[src/vpss_pkg.sv]
// Package for the vacuum pump station sequencer.
// Holds field widths, register indexes, phase and error codes and timing constants.
// No dependencies.
package vpss_pkg;

  localparam int TimerW    = 32;
  localparam int LogW      = 13;
  localparam int SpeedW    = 12;
  localparam int PhaseW    = 4;
  localparam int ErrW      = 2;
  localparam int CfgIdxW   = 2;
  localparam int CfgDataW  = 12;

  localparam int EvacMinW  = 7;
  localparam int CycleSecW = 10;
  localparam int OnLevelW  = 9;
  localparam int OffLevelW = 12;

  // Register indexes on the configuration port.
  localparam logic [CfgIdxW-1:0] RegEvacTimeout = 2'd0;
  localparam logic [CfgIdxW-1:0] RegForeCycle   = 2'd1;
  localparam logic [CfgIdxW-1:0] RegForeOn      = 2'd2;
  localparam logic [CfgIdxW-1:0] RegForeOff     = 2'd3;

  // Register reset values.
  localparam logic [EvacMinW-1:0]  EvacTimeoutRst = 7'd60;
  localparam logic [CycleSecW-1:0] ForeCycleRst   = 10'd20;
  localparam logic [OnLevelW-1:0]  ForeOnRst      = 9'd154;
  localparam logic [OffLevelW-1:0] ForeOffRst     = 12'hB00;  // -1280

  // Phase codes as shown on the phase output.
  localparam logic [PhaseW-1:0] PhaseOff       = 4'd0;
  localparam logic [PhaseW-1:0] PhaseStartFore = 4'd1;
  localparam logic [PhaseW-1:0] PhaseEvacFore  = 4'd2;
  localparam logic [PhaseW-1:0] PhaseEvacMain  = 4'd3;
  localparam logic [PhaseW-1:0] PhaseRampTurbo = 4'd4;
  localparam logic [PhaseW-1:0] PhaseRunFpOn   = 4'd5;
  localparam logic [PhaseW-1:0] PhaseRunFpOff  = 4'd6;
  localparam logic [PhaseW-1:0] PhaseRunFpUp   = 4'd7;
  localparam logic [PhaseW-1:0] PhaseRunFpDown = 4'd8;
  localparam logic [PhaseW-1:0] PhaseError     = 4'd9;

  // Error codes.
  localparam logic [ErrW-1:0] ErrNone      = 2'd0;
  localparam logic [ErrW-1:0] ErrForeVac   = 2'd1;
  localparam logic [ErrW-1:0] ErrMainVac   = 2'd2;
  localparam logic [ErrW-1:0] ErrTurboSlow = 2'd3;

  // Timing in 10 ms ticks.
  localparam logic [TimerW-1:0] ForeStartTicks  = TimerW'(5 * 100);
  localparam logic [TimerW-1:0] BufferTmoTicks  = TimerW'(15 * 60 * 100);
  localparam logic [TimerW-1:0] TurboTmoTicks   = TimerW'(15 * 6 * 100);
  localparam logic [TimerW-1:0] ForeSettleTicks = TimerW'(3 * 100);
  localparam int               TicksPerMinute  = 60 * 100;
  localparam int               TicksPerSecond  = 100;

  localparam logic [SpeedW-1:0] TurboMinHz = SpeedW'(800);

endpackage

[src/vacuum_pump_station_sequencer_unit.sv]
// Top level of the vacuum pump station sequencer.
// Depends on vpss_pkg (scoped references only).
//
// Each accepted item is one poll pass of the station controller; each pass
// yields exactly one result item. Passes go through two register stages: an
// input register, then the rule logic, which updates the station state and
// loads the result register. A new item is taken every cycle as long as the
// result register is empty or being drained, so throughput is one item per
// clock; while the output stalls, an item waits in the input register. The rule
// chain is a single pass of short logic: one 32-bit elapsed-time subtract
// shared by all timeout checks (any rule that restarts the phase timer forces
// the elapsed time seen by later rules to zero), plus a handful of pressure,
// speed and limit compares. A rising edge of the station or lock button
// toggles that setting; a release of the menu button (unless init_pass is
// set) returns the current state with menu_request high and skips all rules.
// Configuration registers may be written only while no item is in flight.
module vacuum_pump_station_sequencer_unit (
  input  logic                                clk_i,
  input  logic                                rst_ni,

  input  logic                                cfg_we_i,
  input  logic [vpss_pkg::CfgIdxW-1:0]        cfg_idx_i,
  input  logic [vpss_pkg::CfgDataW-1:0]       cfg_data_i,

  input  logic                                in_valid_i,
  output logic                                in_ready_o,
  input  logic [vpss_pkg::TimerW-1:0]         now_ticks_i,
  input  logic signed [vpss_pkg::LogW-1:0]    fore_log_pressure_i,
  input  logic signed [vpss_pkg::LogW-1:0]    main_log_pressure_i,
  input  logic [vpss_pkg::SpeedW-1:0]         turbo_speed_hz_i,
  input  logic                                station_button_i,
  input  logic                                lock_button_i,
  input  logic                                menu_button_i,
  input  logic                                init_pass_i,

  output logic                                out_valid_o,
  input  logic                                out_ready_i,
  output logic                                fore_pump_o,
  output logic                                fore_valve_o,
  output logic                                main_valve_o,
  output logic                                bypass_valve_o,
  output logic                                turbo_run_o,
  output logic                                vent_enable_o,
  output logic                                station_active_o,
  output logic                                valves_locked_o,
  output logic [vpss_pkg::PhaseW-1:0]         phase_o,
  output logic [vpss_pkg::ErrW-1:0]           error_code_o,
  output logic                                menu_request_o
);

  typedef enum logic [vpss_pkg::PhaseW-1:0] {
    PH_OFF        = vpss_pkg::PhaseOff,
    PH_START_FORE = vpss_pkg::PhaseStartFore,
    PH_EVAC_FORE  = vpss_pkg::PhaseEvacFore,
    PH_EVAC_MAIN  = vpss_pkg::PhaseEvacMain,
    PH_RAMP_TURBO = vpss_pkg::PhaseRampTurbo,
    PH_RUN_FPON   = vpss_pkg::PhaseRunFpOn,
    PH_RUN_FPOFF  = vpss_pkg::PhaseRunFpOff,
    PH_RUN_FPUP   = vpss_pkg::PhaseRunFpUp,
    PH_RUN_FPDOWN = vpss_pkg::PhaseRunFpDown,
    PH_ERROR      = vpss_pkg::PhaseError
  } phase_e;

  // Relay bit positions.
  localparam int RlFp = 0;
  localparam int RlFv = 1;
  localparam int RlMv = 2;
  localparam int RlBv = 3;

  localparam int EvacTicksW  = vpss_pkg::EvacMinW + 13;   // 127 * 6000 < 2^20
  localparam int CycleTicksW = vpss_pkg::CycleSecW + 7;   // 1023 * 100 < 2^17

  // ---------------------------------------------------------------- config
  logic [vpss_pkg::EvacMinW-1:0]  evac_min_q;
  logic [vpss_pkg::CycleSecW-1:0] cycle_sec_q;
  logic [vpss_pkg::OnLevelW-1:0]  on_level_q;
  logic [vpss_pkg::OffLevelW-1:0] off_level_q;

  always_ff @(posedge clk_i or negedge rst_ni) begin
    if (!rst_ni) begin
      evac_min_q  <= vpss_pkg::EvacTimeoutRst;
      cycle_sec_q <= vpss_pkg::ForeCycleRst;
      on_level_q  <= vpss_pkg::ForeOnRst;
      off_level_q <= vpss_pkg::ForeOffRst;
    end else if (cfg_we_i) begin
      case (cfg_idx_i)
        vpss_pkg::RegEvacTimeout: evac_min_q  <= cfg_data_i[vpss_pkg::EvacMinW-1:0];
        vpss_pkg::RegForeCycle:   cycle_sec_q <= cfg_data_i[vpss_pkg::CycleSecW-1:0];
        vpss_pkg::RegForeOn:      on_level_q  <= cfg_data_i[vpss_pkg::OnLevelW-1:0];
        vpss_pkg::RegForeOff:     off_level_q <= cfg_data_i[vpss_pkg::OffLevelW-1:0];
        default: ;
      endcase
    end
  end

  // Limits in ticks: small constant multiplies of the register values.
  logic [EvacTicksW-1:0]  evac_ticks;
  logic [CycleTicksW-1:0] cycle_ticks;

  assign evac_ticks  = EvacTicksW'(evac_min_q) * EvacTicksW'(vpss_pkg::TicksPerMinute);
  assign cycle_ticks = CycleTicksW'(cycle_sec_q) * CycleTicksW'(vpss_pkg::TicksPerSecond);

  // ---------------------------------------------------------- pipeline ctl
  logic s1_valid_q;
  logic out_valid_q;
  logic advance;
  logic s1_fire;

  // Result register frees up when empty or being taken this cycle.
  assign advance    = !out_valid_q || out_ready_i;
  assign s1_fire    = s1_valid_q && advance;
  assign in_ready_o = !s1_valid_q || advance;

  always_ff @(posedge clk_i or negedge rst_ni) begin
    if (!rst_ni) begin
      s1_valid_q  <= 1'b0;
      out_valid_q <= 1'b0;
    end else begin
      if (in_ready_o) begin
        s1_valid_q <= in_valid_i;
      end
      if (advance) begin
        out_valid_q <= s1_valid_q;
      end
    end
  end

  // ---------------------------------------------------------- input stage
  logic [vpss_pkg::TimerW-1:0]      now_q;
  logic signed [vpss_pkg::LogW-1:0] fore_q;
  logic signed [vpss_pkg::LogW-1:0] main_q;
  logic [vpss_pkg::SpeedW-1:0]      speed_q;
  logic                             b_station_q;
  logic                             b_lock_q;
  logic                             b_menu_q;
  logic                             init_q;

  // Hold the item while it waits for the result register.
  always_ff @(posedge clk_i) begin
    if (in_valid_i && in_ready_o) begin
      now_q       <= now_ticks_i;
      fore_q      <= fore_log_pressure_i;
      main_q      <= main_log_pressure_i;
      speed_q     <= turbo_speed_hz_i;
      b_station_q <= station_button_i;
      b_lock_q    <= lock_button_i;
      b_menu_q    <= menu_button_i;
      init_q      <= init_pass_i;
    end
  end

  // ---------------------------------------------------------- station state
  phase_e                      phase_q, phase_d;
  logic [vpss_pkg::TimerW-1:0] phase_start_q, phase_start_d;
  logic                        station_q, station_d;
  logic                        lock_q, lock_d;
  logic [2:0]                  btn_hist_q, btn_hist_d;
  logic [1:0]                  set_hist_q, set_hist_d;
  logic [3:0]                  relay_q, relay_d;
  logic                        turbo_q, turbo_d;
  logic                        vent_q, vent_d;
  logic [vpss_pkg::ErrW-1:0]   err_q, err_d;
  logic                        menu_d;

  // Pressure compare operands, all widened to 14-bit signed.
  logic signed [vpss_pkg::LogW:0] fore_x;
  logic signed [vpss_pkg::LogW:0] on_x;
  logic signed [vpss_pkg::LogW:0] off_x;
  logic [vpss_pkg::TimerW-1:0]    elapsed;
  logic                           fore_ok;
  logic                           main_ok;
  logic                           slow;
  logic                           fast;

  assign fore_x  = {fore_q[vpss_pkg::LogW-1], fore_q};
  assign on_x    = {{(vpss_pkg::LogW + 1 - vpss_pkg::OnLevelW){1'b0}}, on_level_q};
  assign off_x   = {{(vpss_pkg::LogW + 1 - vpss_pkg::OffLevelW){off_level_q[vpss_pkg::OffLevelW-1]}},
                    off_level_q};
  assign elapsed = now_q - phase_start_q;   // wraps modulo 2^TimerW
  assign fore_ok = fore_q[vpss_pkg::LogW-1];  // below 1 mbar
  assign main_ok = main_q[vpss_pkg::LogW-1];
  assign slow    = speed_q < vpss_pkg::TurboMinHz;
  assign fast    = speed_q > vpss_pkg::TurboMinHz;

  always_comb begin
    logic restarted;   // timer restarted earlier in this pass: elapsed is zero
    restarted     = 1'b0;
    phase_d       = phase_q;
    relay_d       = relay_q;
    turbo_d       = turbo_q;
    vent_d        = vent_q;
    err_d         = err_q;
    btn_hist_d    = btn_hist_q;
    set_hist_d    = set_hist_q;

    // Toggles on rising button edges; kept even on a menu pass.
    station_d = station_q ^ (b_station_q & ~btn_hist_q[0]);
    lock_d    = lock_q ^ (b_lock_q & ~btn_hist_q[1]);

    menu_d = !init_q && !b_menu_q && btn_hist_q[2];

    if (!menu_d) begin
      btn_hist_d = {b_menu_q, b_lock_q, b_station_q};

      // Station switched on: start the fore pump.
      if (station_d && !set_hist_q[0]) begin
        vent_d        = 1'b0;
        relay_d[RlMv] = 1'b0;
        relay_d[RlBv] = 1'b0;
        relay_d[RlFp] = 1'b1;
        phase_d       = PH_START_FORE;
        restarted     = 1'b1;
      end

      if (phase_d == PH_START_FORE && !restarted && elapsed > vpss_pkg::ForeStartTicks) begin
        relay_d[RlFv] = 1'b1;
        phase_d       = PH_EVAC_FORE;
        restarted     = 1'b1;
      end

      if (phase_d == PH_EVAC_FORE && !restarted && elapsed > vpss_pkg::BufferTmoTicks) begin
        phase_d       = PH_ERROR;
        err_d         = vpss_pkg::ErrForeVac;
        relay_d[RlFv] = 1'b0;
        relay_d[RlFp] = 1'b0;
      end

      // Buffer done: bypass, or turbo if locked; if main is already low, neither.
      if (phase_d == PH_EVAC_FORE && fore_ok) begin
        restarted = 1'b1;
        if (main_ok) begin
          phase_d = PH_EVAC_MAIN;
        end else if (lock_d) begin
          turbo_d       = 1'b1;
          relay_d[RlFv] = 1'b1;
          phase_d       = PH_RAMP_TURBO;
        end else begin
          relay_d[RlFv] = 1'b0;
          relay_d[RlBv] = 1'b1;
          phase_d       = PH_EVAC_MAIN;
        end
      end

      if (phase_d == PH_EVAC_MAIN && !restarted &&
          elapsed > vpss_pkg::TimerW'(evac_ticks)) begin
        phase_d       = PH_ERROR;
        err_d         = vpss_pkg::ErrMainVac;
        relay_d[RlFv] = 1'b0;
        relay_d[RlFp] = 1'b0;
      end

      if (phase_d == PH_EVAC_MAIN && main_ok) begin
        relay_d[RlFv] = 1'b1;
      end

      if (phase_d == PH_EVAC_MAIN && main_ok && fore_ok) begin
        turbo_d   = 1'b1;
        phase_d   = PH_RAMP_TURBO;
        restarted = 1'b1;
      end

      if (phase_d == PH_RAMP_TURBO && slow && !restarted &&
          elapsed > vpss_pkg::TurboTmoTicks) begin
        phase_d = PH_ERROR;
        err_d   = vpss_pkg::ErrTurboSlow;
      end

      if (phase_d == PH_RAMP_TURBO && fast && main_ok && fore_ok) begin
        relay_d[RlBv] = 1'b0;
        if (!lock_d) begin
          relay_d[RlMv] = 1'b1;
        end
        phase_d   = PH_RUN_FPON;
        restarted = 1'b1;
      end

      // Fore pump cycling with hysteresis.
      if (phase_d == PH_RUN_FPON && !restarted &&
          elapsed > vpss_pkg::TimerW'(cycle_ticks) && fore_x < off_x) begin
        relay_d[RlFv] = 1'b0;
        phase_d       = PH_RUN_FPDOWN;
        restarted     = 1'b1;
      end

      if (phase_d == PH_RUN_FPDOWN && !restarted && elapsed > vpss_pkg::ForeSettleTicks) begin
        relay_d[RlFp] = 1'b0;
        phase_d       = PH_RUN_FPOFF;
      end

      if (phase_d == PH_RUN_FPOFF && fore_x > on_x) begin
        relay_d[RlFp] = 1'b1;
        phase_d       = PH_RUN_FPUP;
        restarted     = 1'b1;
      end

      if (phase_d == PH_RUN_FPUP && !restarted && elapsed > vpss_pkg::ForeSettleTicks) begin
        relay_d[RlFv] = 1'b1;
        phase_d       = PH_RUN_FPON;
      end

      // Station switched off: drop everything and clear the error.
      if (!station_d && set_hist_q[0]) begin
        relay_d = '0;
        turbo_d = 1'b0;
        vent_d  = 1'b1;
        phase_d = PH_OFF;
        err_d   = vpss_pkg::ErrNone;
      end

      if (lock_d && !set_hist_q[1]) begin
        relay_d[RlMv] = 1'b0;
      end

      // Lock released while the station is on: re-evacuate from the buffer stage.
      if (!lock_d && set_hist_q[1] && station_d) begin
        phase_d       = PH_EVAC_FORE;
        relay_d[RlFp] = 1'b1;
        relay_d[RlFv] = 1'b1;
        restarted     = 1'b1;
      end

      set_hist_d = {lock_d, station_d};
    end

    phase_start_d = restarted ? now_q : phase_start_q;
  end

  // State and result registers advance together on each pass.
  always_ff @(posedge clk_i or negedge rst_ni) begin
    if (!rst_ni) begin
      phase_q          <= PH_OFF;
      phase_start_q    <= '0;
      station_q        <= 1'b0;
      lock_q           <= 1'b0;
      btn_hist_q       <= '0;
      set_hist_q       <= '0;
      relay_q          <= '0;
      turbo_q          <= 1'b0;
      vent_q           <= 1'b1;
      err_q            <= vpss_pkg::ErrNone;
      fore_pump_o      <= 1'b0;
      fore_valve_o     <= 1'b0;
      main_valve_o     <= 1'b0;
      bypass_valve_o   <= 1'b0;
      turbo_run_o      <= 1'b0;
      vent_enable_o    <= 1'b1;
      station_active_o <= 1'b0;
      valves_locked_o  <= 1'b0;
      phase_o          <= vpss_pkg::PhaseOff;
      error_code_o     <= vpss_pkg::ErrNone;
      menu_request_o   <= 1'b0;
    end else if (s1_fire) begin
      phase_q          <= phase_d;
      phase_start_q    <= phase_start_d;
      station_q        <= station_d;
      lock_q           <= lock_d;
      btn_hist_q       <= btn_hist_d;
      set_hist_q       <= set_hist_d;
      relay_q          <= relay_d;
      turbo_q          <= turbo_d;
      vent_q           <= vent_d;
      err_q            <= err_d;
      fore_pump_o      <= relay_d[RlFp];
      fore_valve_o     <= relay_d[RlFv];
      main_valve_o     <= relay_d[RlMv];
      bypass_valve_o   <= relay_d[RlBv];
      turbo_run_o      <= turbo_d;
      vent_enable_o    <= vent_d;
      station_active_o <= station_d;
      valves_locked_o  <= lock_d;
      phase_o          <= phase_d;
      error_code_o     <= err_d;
      menu_request_o   <= menu_d;
    end
  end

  assign out_valid_o = out_valid_q;

endmodule

[config.mk]
export PLATFORM = sky130hd
export DESIGN_NAME = vacuum_pump_station_sequencer_unit
export DESIGN_NICKNAME = d
export VERILOG_FILES = /design/src/vpss_pkg.sv /design/src/vacuum_pump_station_sequencer_unit.sv
export SDC_FILE = /design/constraint.sdc
export NUM_CORES = 1
export LEC_CHECK = 0
export BUFFER_PORTS_ARGS = -buffer_cell sky130_fd_sc_hd__buf_2
export CORE_MARGIN = 2
export CORE_UTILIZATION = 25
export CTS_CLUSTER_SIZE = 16
export DETAILED_ROUTE_END_ITERATION = 10
export MAX_ROUTING_LAYER = met4
export PLACE_DENSITY = 0.38
export RECOVER_POWER = 25
export SLEW_MARGIN = 10
export SYNTH_ARGS = -nofsm -noshare
export SYNTH_HDL_FRONTEND = slang
export SYNTH_SLANG_ARGS = --single-unit
[constraint.sdc]
create_clock -name clk_i -period 8.6 [get_ports clk_i]
set_clock_uncertainty 0.2 [all_clocks]
set_input_delay 0.86 -clock clk_i [delete_from_list [all_inputs] [get_ports clk_i]]
set_output_delay 0.86 -clock clk_i [all_outputs]
set_load 0.02 [all_outputs]
==> Yosys cells after proc, flatten, opt, wreduce, memory -nomap -nowiden <==
Index checks and enable logic that the tools add are counted.
{ "op_classes": {"add_sub_neg": 1, "multipliers": 2, "n_lt_le_gt_ge": 10, "n_eq_ne": 15, "mux": 77, "bitwise": 7, "reduce_logical": 63} }
{ "op_table": {"columns": ["op", "n"], "rows": [
  ["4-bit 2-to-1 mux", 27],
  ["32-bit by 9-bit > comparator with 1-bit output, second input constant", 2],
  ["1-bit 2-to-1 mux", 38],
  ["32-bit by 14-bit > comparator with 1-bit output, second input constant", 1],
  ["32-bit by 17-bit > comparator with 1-bit output", 1],
  ["32-bit by 17-bit > comparator with 1-bit output, second input constant", 1],
  ["32-bit by 20-bit > comparator with 1-bit output", 1],
  ["1-bit logical AND", 32],
  ["32-bit subtractor", 1],
  ["4-bit by 3-bit == test with 1-bit output, second input constant", 5],
  ["2-bit 2-to-1 mux", 10],
  ["4-bit by 2-bit == test with 1-bit output, second input constant", 4],
  ["7-bit by 9-bit multiplier with 16-bit output, second input constant", 1],
  ["1-bit logical NOT", 15],
  ["10-bit by 5-bit multiplier with 15-bit output, second input constant", 1],
  ["13-bit by 10-bit > comparator with 1-bit output", 1],
  ["13-bit by 12-bit < comparator with 1-bit output", 1],
  ["12-bit by 10-bit > comparator with 1-bit output, second input constant", 1],
  ["12-bit by 10-bit < comparator with 1-bit output, second input constant", 1],
  ["2-bit AND reduction", 6],
  ["3-bit 2-to-1 mux", 2],
  ["3-bit AND reduction", 2],
  ["3-bit nonzero test", 2],
  ["5-bit AND reduction", 1],
  ["other kinds (12)", 18]
]} }
{ "word_totals": {"ff_bits": 170, "in_bits": 93, "out_inout_bits": 17, "wordCells": 204} }

==> Logic depth before layout (Yosys ltp) <==
Gate-level depths: netlist of the first run.
{ "logic_depth": {"ltp_word": 64, "ltp_mapped": 37, "mapped_depth_nobuf": 36} }

==> Worst setup path before layout of the first run <==
No wires, ideal clock.
{ "synth_timing": {"kind": "reg-to-reg", "start": "register evac_min_q[4] in the netlist's numbering", "end": "register phase_start_q[0] in the netlist's numbering", "setup_ns": 0.125, "t_arrival_ns": 7.055, "t_required_ns": 8.275, "slack_ns": 1.220, "path_stages_with_launch": 35, "path_buffers": 1, "synth_period_minus_slack_ns": 7.380, "path_cell_list": "dfstp_2 -> inv_1 -> fa_1 -> fa_1 -> fa_1 -> inv_1 -> fa_1 -> ha_1 -> o21ai_0 -> nand2b_1 -> a21oi_1 -> nor2b_1 -> o21ai_0 -> a21oi_1 -> o21ai_0 -> nand2b_1 -> a21o_1 -> a21oi_1 -> xor2_1 -> ha_1 -> a21o_1 -> a21oi_1 -> o311ai_0 -> o21ai_0 -> o21ai_0 -> or4_1 -> a21oi_1 -> a21oi_1 -> o21ai_1 -> o221ai_1 -> a21oi_1 -> nand4_1 -> nand2_2 -> buf_6 -> mux2_4"} }
{ "synth_via": {"elab_chain_len": 40, "elab_cells_between_ends": 49, "classes_between": "1 x mul; 1 x order compare; 6 x eq/ne; 22 x mux; 19 x reduce/logical"} }
{ "synth_lines": {"columns": ["item", "line_no", "source"], "rows": [
  ["start: declaration", "vacuum_pump_station_sequencer_unit.sv:74", "logic [vpss_pkg::EvacMinW-1:0] evac_min_q;"],
  ["start signal: assignment", "vacuum_pump_station_sequencer_unit.sv:81", "evac_min_q <= vpss_pkg::EvacTimeoutRst;"],
  ["start signal: assignment", "vacuum_pump_station_sequencer_unit.sv:87", "vpss_pkg::RegEvacTimeout: evac_min_q <= cfg_data_i[vpss_pkg::EvacMinW-1:0];"],
  ["7-bit by 9-bit multiplier with 16-bit output *", "vacuum_pump_station_sequencer_unit.sv:100", "assign evac_ticks = EvacTicksW'(evac_min_q) * EvacTicksW'(vpss_pkg::TicksPerMinute);"],
  ["32-bit by 20-bit > comparator with 1-bit output *", "vacuum_pump_station_sequencer_unit.sv:245", "elapsed > vpss_pkg::TimerW'(evac_ticks)) begin"],
  ["1-bit logical AND *", "vacuum_pump_station_sequencer_unit.sv:244", "if (phase_d == PH_EVAC_MAIN && !restarted &&"],
  ["4-bit 2-to-1 mux *", "vacuum_pump_station_sequencer_unit.sv:244", null],
  ["4-bit 2-to-1 mux *", "vacuum_pump_station_sequencer_unit.sv:202", "if (!menu_d) begin"],
  ["4-bit by 2-bit == test with 1-bit output", "vacuum_pump_station_sequencer_unit.sv:256", "if (phase_d == PH_EVAC_MAIN && main_ok && fore_ok) begin"],
  ["1-bit logical AND (2 in series)", "vacuum_pump_station_sequencer_unit.sv:256", null],
  ["4-bit 2-to-1 mux", "vacuum_pump_station_sequencer_unit.sv:256", null],
  ["(+23 left out)", null, null],
  ["4-bit 2-to-1 mux", "vacuum_pump_station_sequencer_unit.sv:202", null],
  ["4-bit by 3-bit == test with 1-bit output", "vacuum_pump_station_sequencer_unit.sv:290", "if (phase_d == PH_RUN_FPOFF && fore_x > on_x) begin"],
  ["1-bit logical AND", "vacuum_pump_station_sequencer_unit.sv:290", null],
  ["1-bit 2-to-1 mux *", "vacuum_pump_station_sequencer_unit.sv:290", null],
  ["1-bit 2-to-1 mux *", "vacuum_pump_station_sequencer_unit.sv:202", null],
  ["1-bit 2-to-1 mux *", "vacuum_pump_station_sequencer_unit.sv:315", "if (!lock_d && set_hist_q[1] && station_d) begin"],
  ["1-bit 2-to-1 mux *", "vacuum_pump_station_sequencer_unit.sv:202", null],
  ["2-bit AND reduction (no source line) *", null, null],
  ["end signal: assignment", "vacuum_pump_station_sequencer_unit.sv:354", "phase_start_q <= phase_start_d;"],
  ["end: declaration", "vacuum_pump_station_sequencer_unit.sv:154", "logic [vpss_pkg::TimerW-1:0] phase_start_q, phase_start_d;"]
]} }
Every way passes the cells marked *; elsewhere a longest branch is shown, timed or not. The select of a mux whose other input is x is not followed.
A chain may end at the register's enable or synchronous reset.

==> Worst setup path in the final report of the first run <==
{ "layout_timing": {"start": "register evac_min_q[4] in the netlist's numbering", "end": "register phase_start_q[31] in the netlist's numbering"} }
The elaborated chain is that of the path after synthesis.

==> metrics.cfg, run 1 <==
[clock_network]
cts_post_setup_buffers_inserted = 0
cts_inserted_buffers = 17
clock_slew_at_reported_path_ffs_ps = 70
cts_max_path_buffers = 2
clock_insertion_delay_worst_skew_ps = 460
clock_sinks = 154
tritoncts_clock_tree = built
h-tree-depth = 4
cts-root-buf = clkbuf_16

[critical_path]
critical_path_class = flip-flop to flip-flop
critPathCaptureType = flip-flop
worst_ep_arrival_time_ps = 8200
worstPathRequired_ps = 8730
critical_path.max_stage_delay_ps = 610
critical_path.slowest_cell = fa_2
critical_path.startpoint_type = flip-flop
crit_path_max_fanout = 8

[timing]
tightest_slew_ps = 2440
grt_setup_unrepaired = false
timing_max_transition_violations_final = 41
timing.final.hold_violations = 0
finalWorstPathRequiredPeriod_ps = 8070
fin_tns_setup_ps = 0
fmax_mhz = 124
slew_headroom_pct = -62.9
fin_crit_sh_pct = 93.9
setup_viol = 0

[floorplan]
die-area_sq_mm = 0.0511
die_x_microns = 226
core_region_area_sq_mm = 0.0488
floorplan.die.height_microns = 226
number_of_rows_in_the_core_area = 81
start_util_pct = 25.2
pin_count = 110

[power_and_ir_drop]
worst_ir_drop_vdd_mv = 0.225
power.combinational.fraction_pct = 70.9
power.share.sequential_pct = 17.3
cellPowerDensity_mw_per_mm2 = 437
p_leak_nw = 6.34
netSwitchingFraction_pct = 47.6
total_switching_power_mw = 2.96
power_frac_clock_pct = 11.8
internal_power_mw = 3.26

[yosys]
most_frequently_used_cell_type_in_the_post_synthesis_netlist = inv_1
post_synth_num_cell_types = 95
synth_nets = 1507
synth_sequential_area_ratio_pct = 33.9
synthesis.yosys.warnings = 0
syn_area_per_cell_sq_um = 10.0
post-synth-top-area-fraction_pct = 15.8
synthArstFlopShare_pct = 59.7
mappedNetlistArea_sq_mm = 0.0123
synthFlopType = dfrtp_1
netlist_instances = 1233
netlist_top_cells_count = inv_1 (157), ha_1 (155), nand2_1 (81)
ys_ff_latch = 154
synthDominantAreaCellType = dfrtp_1
netlist_top_cells_area = dfrtp_1 (16%), ha_1 (16%), edfxtp_1 (15%)
count_of_flip_flops_with_a_built_in_enable_after_synthesis = 62

[routing]
drc = 0
initial_drc_count = 425
vias_per_cell = 4.65
routed-wl-met3_microns = 1070
met2_length_microns = 15000
detailroute.via_count = 9347
route.top_layer_used = met4
drt_first_pass_iters = 5
routed_wire_length_per_instance_microns = 16.0
wl_met1_microns = 15600
route.antenna.remaining_nets = 0
wirelength_microns = 32100

[grt]
antenna_found_initial = 0
overflow = 0
grt_usage_pct = 13.3
global_route_wire_length_before_repair_microns = 51300
largest_net_degree_at_the_start_of_global_routing = 63
via_count_of_the_first_global_routing_pass = 9499

[outcome]
outcome = finished with violations
failed_checks = capacitance limit, slew limit

[layout]
n_fill_cell = 5236
final_net_count = 1606
fin_cells = 2009
insertedDiodeCount = 0
drive_gt1_share_pct = 18.8
layout-area-overhead-vs-synth_pct = 15.5

[placement]
gpl.final_weighted_congestion = 0.802
place.port_buffers = 97
hpwl_microns = 24800
place_inst = 1974

[worst_hold_path]
hold_class = flip-flop to flip-flop

[flow_run]
timing.max_cap.violations = 1

[state kept, by name, summed over array words and instances, names as in the netlist, 2 cells and up]
name           cells
now_q             32
phase_start_q     32
fore_q            13
off_level_q       12
speed_q           12
cycle_sec_q       10
on_level_q         9
evac_min_q         7
phase_q            4
btn_hist_q         3
relay_q            3
err_q              2
set_hist_q         2
[cell usage in the layout, fill, tap and decap left out, types with 11 or more instances in the layout]
| cell type | synthesis | routed |
|---|---|---|
| a21o_1 | 19 | 19 |
| a21oi_1 | 76 | 73 |
| buf_2 | 3 | 93 |
| clkbuf_16 | 0 | 20 |
| dfrtp_1 | 78 | 78 |
| dfstp_2 | 14 | 14 |
| edfxtp_1 | 62 | 62 |
| fa_1 | 26 | 25 |
| ha_1 | 155 | 155 |
| inv_1 | 157 | 157 |
| mux2_2 | 32 | 32 |
| mux2_4 | 29 | 29 |
| nand2_1 | 81 | 80 |
| nand2b_1 | 16 | 16 |
| nand3_1 | 18 | 18 |
| nand4_1 | 24 | 24 |
| nor2_1 | 53 | 53 |
| nor2b_1 | 14 | 14 |
| nor3_1 | 23 | 23 |
| nor4_1 | 11 | 11 |
| o21a_1 | 21 | 21 |
| o21ai_0 | 58 | 56 |
| or3_1 | 13 | 13 |
| xnor2_1 | 21 | 21 |
| xor2_1 | 14 | 14 |
[area by class of cell]
type / instances / area (sq um) / share of cell area (%)
well taps: 664 / 831 / 5.84
flip-flops and latches: 154 / 4180 / 29.4
inverters: 157 / 589 / 4.14
repair buffers: 109 / 626 / 4.39
clock buffers: 22 / 475 / 3.34
multi-input cells: 893 / 7440 / 52.3
clock inverters: 10 / 93.8 / 0.659
[power by group through the flow]
stage,clock network (mW),registers [mW],logic (mW)
finish,0.736,1.08,4.41
global route,0.800,1.10,5.05
CTS,0.775,1.08,4.39
detailed placement,0,1.09,4.35
global placement,0,1.09,4.34
floorplan,0,1.08,3.26
[cells by family (layout without fill, tap and decap cells)]
family	after synthesis	in the layout	synth area share [%]
xor+xnor	35	35	2.49
simple gates	310	310	13.5
fa+ha+maj	181	181	20.0
mux	67	67	6.96
compound gates	300	300	17.2
flops	154	154	33.9
buf+inv	186	298	5.97
[worst paths after layout]
check,startpoint,cells after the start,slack [ps],to
min,b_lock_q,2,260,btn_hist_q[1]
max reg2reg,evac_min_q[4],35,530,phase_start_q[31]
min reg2reg,b_lock_q,2,260,btn_hist_q[1]
max in group asynchronous,rst_ni,2,5460,cycle_sec_q[3]
max,evac_min_q[4],35,530,phase_start_q[31]
min in group asynchronous,rst_ni,1,960,phase_start_q[25]
[metrics by stage]
step	hold WS, ps	setup WS, ps	utilization [%]	power (mW)	instance area (sq um)
after floorplan	232	1220	-	4.33	12300
after global placement	258	328	27.8	5.43	13600
after detailed placement	257	238	27.8	5.44	13600
after CTS	204	188	29.0	6.24	14200
after global routing	311	0.100	29.1	6.95	14200
final	264	527	29.1	6.22	14200
[critical path: cells and delay by family (launching register included)]
kind	cells	cell delay [ps]
flops	1	580
fa+ha+maj	6	2630
mux	1	300
buf+inv	4	510
xor+xnor	1	170
simple gates	8	1420
compound gates	15	2110
[repair_timing]
action / CTS / global route
endpoints found under the setup margin: 0 / 36
resized for setup: 0 / 10
hold buffers: 0 / 0
[routing by layer]
layer	GRT usage [%]	up-vias
met4	3.61	0
met5	-	-
li1	-	4672
met3	2.64	23
met1	17.1	4507
met2	21.1	145
Power figures use the tool's default switching activity.
==> run 2: changes to the inputs <==
Settings changed: PLACE_DENSITY 0.38 to 0.49, RECOVER_POWER 25 to 50.
==> metrics.cfg, run 2 (synthesized netlist as in run 1, its figures left out) <==
[routing]
initial_drc_count = 507  ; +19%
drc = 0  ; unchanged
wirelength_microns = 30800  ; -4.3%
route.antenna.remaining_nets = 0  ; unchanged
vias_per_cell = 4.69  ; +0.79%
drt_first_pass_iters = 5  ; unchanged
routed_wire_length_per_instance_microns = 15.3  ; -4.3%
detailroute.via_count = 9416  ; +0.74%

[clock_network]
cts-root-buf = clkbuf_16
tritoncts_clock_tree = built
cts_hold_buffers = 0  ; unchanged
cts_inserted_buffers = 17  ; unchanged
clock_sinks = 154  ; unchanged
clock_insertion_delay_worst_skew_ps = 470  ; about the same
cts_max_path_buffers = 2  ; unchanged
clock_slew_at_reported_path_ffs_ps = 70  ; about the same
h-tree-depth = 4  ; unchanged

[power_and_ir_drop]
p_leak_nw = 6.34  ; about the same
cellPowerDensity_mw_per_mm2 = 438  ; +0.28%
power.combinational.fraction_pct = 70.4  ; -0.5 points
netSwitchingFraction_pct = 47.6  ; about the same
power.share.sequential_pct = 17.3  ; about the same
power_frac_clock_pct = 12.3  ; +0.5 points
worst_ir_drop_vdd_mv = 0.198  ; -12%
total_switching_power_mw = 2.97  ; +0.30%
internal_power_mw = 3.27  ; +0.28%

[flow_run]
timing.max_cap.violations = 2  ; +1

[worst_hold_path]
worst_hold_startpoint = b_station_q
hold_class = flip-flop to flip-flop

[timing]
slew_headroom_pct = -153  ; -90 points
timing_max_transition_violations_final = 95  ; +130%
fin_crit_sh_pct = 93.1  ; -0.80 points
timing.final.hold_violations = 0  ; unchanged
fin_tns_setup_ps = 0  ; unchanged
tightest_slew_ps = 3800  ; +1350 ps
finalWorstPathRequiredPeriod_ps = 8000  ; -69.2 ps
grt_setup_unrepaired = false
setup_viol = 0  ; unchanged
final.setup.worst_slack_ps = 596  ; +69.2 ps
fmax_mhz = 125  ; +0.86%

[layout]
drive_gt1_share_pct = 18.5  ; -0.27 points
biggestRegsByFlops = now_q: 32 flops, phase_start_q: 32 flops, fore_q: 13 flops
seqCellArea_sq_mm = 0.00418  ; unchanged
n_fill_cell = 5221  ; -0.29%
layout_common_cells = inv_1 (157), ha_1 (155), buf_2 (90)
layout-area-overhead-vs-synth_pct = 15.5  ; about the same
final_area_sq_mm = 0.0142  ; about the same
final_net_count = 1604  ; -0.12%
multiInputGateArea_sq_mm = 0.00744  ; about the same
mostFrequentLayoutCell = inv_1
finish.utilization_pct = 29.1  ; about the same

[critical_path]
crit_path_start = evac_min_q[5]
critical_path_class = flip-flop to flip-flop
worst_ep_arrival_time_ps = 8150  ; -50 ps
timing.critical_path.max_delay_family = adder cells
worstPathRequired_ps = 8750  ; +20 ps
critical_path.startpoint_type = flip-flop
r2r-start = evac_min_q[5]
critPathCaptureType = flip-flop
critical_path.n_buffers_inverters = 4  ; unchanged
critical_path.max_stage_delay_ps = 570  ; -40 ps
critical_path.slowest_cell = dfstp_2
critical_path_most_common_cell = a21oi_1
crit_path_max_fanout = 8  ; unchanged

[placement]
detailedPlace.worstSlack_ps = 225  ; -12.7 ps
place.port_buffers = 97  ; unchanged
hpwl_microns = 23900  ; -3.9%
placed_area_sq_mm = 0.0136  ; -0.17%
gpl.final_weighted_congestion = 0.821  ; +2.3%

[grt]
grt_usage_pct = 12.8  ; -0.44 points
largest_net_degree_at_the_start_of_global_routing = 68  ; +7.9%
antenna_found_initial = 1  ; +1
via_count_of_the_first_global_routing_pass = 9464  ; -0.37%
overflow = 0  ; unchanged
global_route_wire_length_before_repair_microns = 50100  ; -2.3%

[floorplan]
pin_count = 110  ; unchanged
die-area_sq_mm = 0.0511  ; unchanged
core_region_area_sq_mm = 0.0488  ; unchanged
start_util_pct = 25.2  ; unchanged
die_x_microns = 226  ; unchanged
number_of_rows_in_the_core_area = 81  ; unchanged
floorplan.die.height_microns = 226  ; unchanged

[outcome]
outcome = finished with violations
failed_checks = capacitance limit, slew limit

==> run 2: cell types whose count changed in the layout (fill, tap and decap cells not counted), sizes merged <==
cell      change
buf           -7
clkbuf        +2
clkinv        -1
clkinvlp      -3
diode         +1
inv           +7
==> run 2: layout make-up <==
class                      instances  share of cell area, %
inverter                         157                   4.14
clock inverter                    13                  0.870
multi-input combinational        893                   52.2
tap                              664                   5.84
sequential                       154                   29.4
antenna                            1                 0.0176
timing repair buffer             107                   4.18
clock buffer                      19                   3.34
==> run 2: repair_timing <==
action,4_1_cts,5_1_grt
buffers inserted,0,1
resized for setup,0,11
endpoints found under the setup margin,0,38
==> run 2: path summary, 6_finish.rpt <==
path | end | depth (start not counted) | slack (ps)
setup / recovery | phase_start_q[0] | 35 | 600
hold / removal | btn_hist_q[0] | 2 | 270
setup reg to reg | phase_start_q[0] | 35 | 600
hold reg to reg | btn_hist_q[0] | 2 | 270
max in group asynchronous | off_level_q[0] | 2 | 3290
min in group asynchronous | phase_start_q[19] | 1 | 570
==> run 2: power groups by stage <==
stage	clock (mW)	combinational, mW	sequential, mW
floorplan	0	3.26	1.08
global placement	0	4.24	1.09
detailed placement	0	4.28	1.09
CTS	0.800	4.32	1.08
global route	0.826	5.03	1.10
finish	0.766	4.39	1.08
==> run 2: per-layer routing <==
metal,share of wire (%),wire length (microns),track usage (%)
met1,48,14900,16.6
met2,47,14600,20.5
met3,2.8,869,2.33
met4,1.3,398,3.74
met5,0,0,-
==> run 2: worst reg2reg max path: cells and delay by family, from the launching register on <==
| family | cells | cell delay (ps) |
|---|---|---|
| adder cells (fa/ha/maj) | 6 | 2590 |
| AO/OA/AOI/OAI | 17 | 2410 |
| AND/OR/NAND/NOR | 6 | 1120 |
| flip-flops | 1 | 570 |
| buffers and inverters | 4 | 500 |
| multiplexers | 1 | 320 |
| XOR/XNOR | 1 | 180 |
==> run 2: through the flow <==
| stage | instances | hold WS, ps | power [mW] |
|---|---|---|---|
| 3_5_place_dp | 1971 | 253 | 5.37 |
| 6_report | 2008 | 268 | 6.24 |
| 2_1_floorplan | 1233 | 232 | 4.33 |
| 3_3_place_gp | 1971 | 248 | 5.33 |
| 4_1_cts | 2003 | 94.8 | 6.20 |
| 5_1_grt | 2008 | 299 | 6.96 |
==> run 3: changes to the inputs <==
Settings changed: CAP_MARGIN from default to 0, CORE_MARGIN 2 to 10, HOLD_SLACK_MARGIN from default to 0.12.
==> metrics.cfg, run 3 (synthesized netlist as in run 1, its figures left out) <==
[floorplan]
core_region_area_sq_mm = 0.0488  ; unchanged
pin_count = 110  ; unchanged
die-area_sq_mm = 0.0586  ; +15%
floorplan.die.height_microns = 242  ; +7.1%
die_x_microns = 242  ; +7.1%
start_util_pct = 25.2  ; unchanged
number_of_rows_in_the_core_area = 81  ; unchanged

[grt]
antenna_found_initial = 0  ; -1
largest_net_degree_at_the_start_of_global_routing = 63  ; -7.4%
via_count_of_the_first_global_routing_pass = 9496  ; +0.34%
overflow = 0  ; unchanged
global_route_wire_length_before_repair_microns = 50700  ; +1.1%
grt_usage_pct = 11.0  ; -1.9 points

[routing]
routed_wire_length_per_instance_microns = 15.6  ; +1.6%
drc = 0  ; unchanged
vias_per_cell = 4.66  ; -0.63%
wirelength_microns = 31200  ; +1.5%
route.antenna.remaining_nets = 0  ; unchanged
initial_drc_count = 435  ; -14%
drt_first_pass_iters = 4  ; -1
detailroute.via_count = 9343  ; -0.78%

[clock_network]
h-tree-depth = 4  ; unchanged
cts_inserted_buffers = 17  ; unchanged
tritoncts_clock_tree = built
cts-root-buf = clkbuf_16
clock_sinks = 154  ; unchanged
clock_insertion_delay_worst_skew_ps = 460  ; about the same
cts_max_path_buffers = 2  ; unchanged
clock_slew_at_reported_path_ffs_ps = 60  ; about the same
cts_hold_buffers = 0  ; unchanged

[outcome]
failed_checks = capacitance limit, slew limit
outcome = finished with violations

[critical_path]
crit_path_max_fanout = 8  ; unchanged
critical_path.reg2reg.endpoint = phase_start_q[2]
critical_path_class = flip-flop to flip-flop
critical_path.startpoint_type = flip-flop
crit_path_start = evac_min_q[4]
r2r_setup_slack_ps = 560  ; -40 ps
r2r_cells = 35  ; unchanged
crit_end = phase_start_q[2]
critical_path.slowest_cell = fa_2
worst_ep_arrival_time_ps = 8190  ; +40 ps
critPathCaptureType = flip-flop
critical_path.max_stage_delay_ps = 620  ; +50 ps
r2r-start = evac_min_q[4]
worstPathRequired_ps = 8740  ; about the same

[layout]
insertedDiodeCount = 0  ; -1
n_fill_cell = 5214  ; -0.13%
mostFrequentLayoutCell = inv_1
fin_cells = 2005  ; -0.15%
final_net_count = 1602  ; -0.12%
layout_common_cells = inv_1 (157), ha_1 (155), buf_2 (92)
layout-area-overhead-vs-synth_pct = 15.2
drive_gt1_share_pct = 18.3  ; -0.27 points
biggestRegsByFlops = now_q: 32 flops, phase_start_q: 32 flops, fore_q: 13 flops

[power_and_ir_drop]
internal_power_mw = 3.24  ; -0.69%
total_switching_power_mw = 2.93  ; -1.2%
netSwitchingFraction_pct = 47.5  ; -0.12 points
worst_ir_drop_vdd_mv = 0.250  ; +26%
cellPowerDensity_mw_per_mm2 = 435  ; -0.64%
p_leak_nw = 6.32  ; -0.32%
power_frac_clock_pct = 12.0  ; -0.3 points
power.combinational.fraction_pct = 70.6  ; +0.2 points
power.share.sequential_pct = 17.4  ; about the same

[timing]
fin_tns_setup_ps = 0  ; unchanged
timing_max_transition_violations_final = 95  ; unchanged
grt_setup_unrepaired = false
slew_headroom_pct = -111  ; +42 points
timing.final.hold_violations = 0  ; unchanged
fin_crit_sh_pct = 93.5  ; +0.47 points
finalWorstPathRequiredPeriod_ps = 8040  ; +40.2 ps
setup_viol = 0  ; unchanged
fmax_mhz = 124  ; -0.50%
tightest_slew_ps = 3170  ; -630 ps

[worst_hold_path]
hold_class = flip-flop to flip-flop
worst_hold_startpoint = b_station_q

[placement]
hpwl_microns = 24500  ; +2.7%
place_inst = 1970  ; -0.051%
gpl.final_weighted_congestion = 0.827  ; +0.73%
place.port_buffers = 97  ; unchanged

[flow_run]
timing.max_cap.violations = 2  ; unchanged

run 3: cell types whose count changed in the layout (fill, tap and decap cells not counted), sizes merged:
| cell | previous run | this run |
|---|---|---|
| diode | 1 | 0 |
| clkinvlp | 0 | 1 |
| clkbuf | 30 | 32 |
| inv | 164 | 161 |
| clkinv | 5 | 3 |
| bufinv | 1 | 0 |
| buf | 96 | 97 |
run 3: how the worst min path moves through the flow:
stage	endpoint	slack, ps	depth (start not counted)
6_report	btn_hist_q[0]	270	2
5_1_grt	btn_hist_q[2]	300	2
4_1_cts	phase_start_q[23]	160	1
3_5_place_dp	btn_hist_q[0]	270	2
3_3_place_gp	btn_hist_q[2]	260	2
2_1_floorplan	btn_hist_q[0]	230	2
run 3: layer usage:
| metal | share of wire, % | vias up | global-route usage [%] | wire, microns |
|---|---|---|---|---|
| li1 | - | 4666 | - | - |
| met1 | 48 | 4537 | 13.6 | 14900 |
| met2 | 48 | 112 | 17.6 | 15000 |
| met3 | 2.5 | 28 | 2.03 | 791 |
| met4 | 1.7 | 0 | 3.68 | 520 |
| met5 | 0 | - | - | 0 |
run 3: cell type report:
type | count | area (sq um) | area share (%)
Inverter | 157 | 589 | 4.15
Multi-Input combinational cell | 893 | 7440 | 52.4
Clock buffer | 24 | 515 | 3.63
Timing Repair Buffer | 105 | 591 | 4.16
Sequential cell | 154 | 4180 | 29.5
Clock inverter | 8 | 52.6 | 0.370
Tap cell | 664 | 831 | 5.85
run 3: metrics by stage:
| stage | worst slack [ps] | hold slack, ps | instance area (sq um) | power (mW) | utilization (%) |
|---|---|---|---|---|---|
| 2_1_floorplan | 1220 | 232 | 12300 | 4.33 | - |
| 6_report | 556 | 271 | 14200 | 6.18 | 29.1 |
| 4_1_cts | 248 | 157 | 14100 | 6.17 | 28.9 |
| 3_3_place_gp | 291 | 257 | 13600 | 5.32 | 27.7 |
| 5_1_grt | 16.2 | 305 | 14200 | 6.86 | 29.1 |
| 3_5_place_dp | 332 | 267 | 13600 | 5.38 | 27.7 |
run 3: critical path: cells and delay by family (launching register included):
family          cells  cell delay (ps)
xor+xnor            1              190
buf+inv             4              500
fa+ha+maj           6             2610
mux                 1              300
flops               1              580
compound gates     15             2130
simple gates        8             1390
run 3: repair_timing:
action	4_1_cts	5_1_grt
buffers inserted	0	0
endpoints found under the setup margin	0	35
gates resized for setup	0	9
run 3: power groups by stage:
stage	Sequential, mW	Clock (mW)	Combinational, mW
finish	1.08	0.739	4.36
global placement	1.09	0	4.24
detailed placement	1.09	0	4.30
floorplan	1.08	0	3.26
CTS	1.08	0.765	4.33
global route	1.10	0.793	4.97
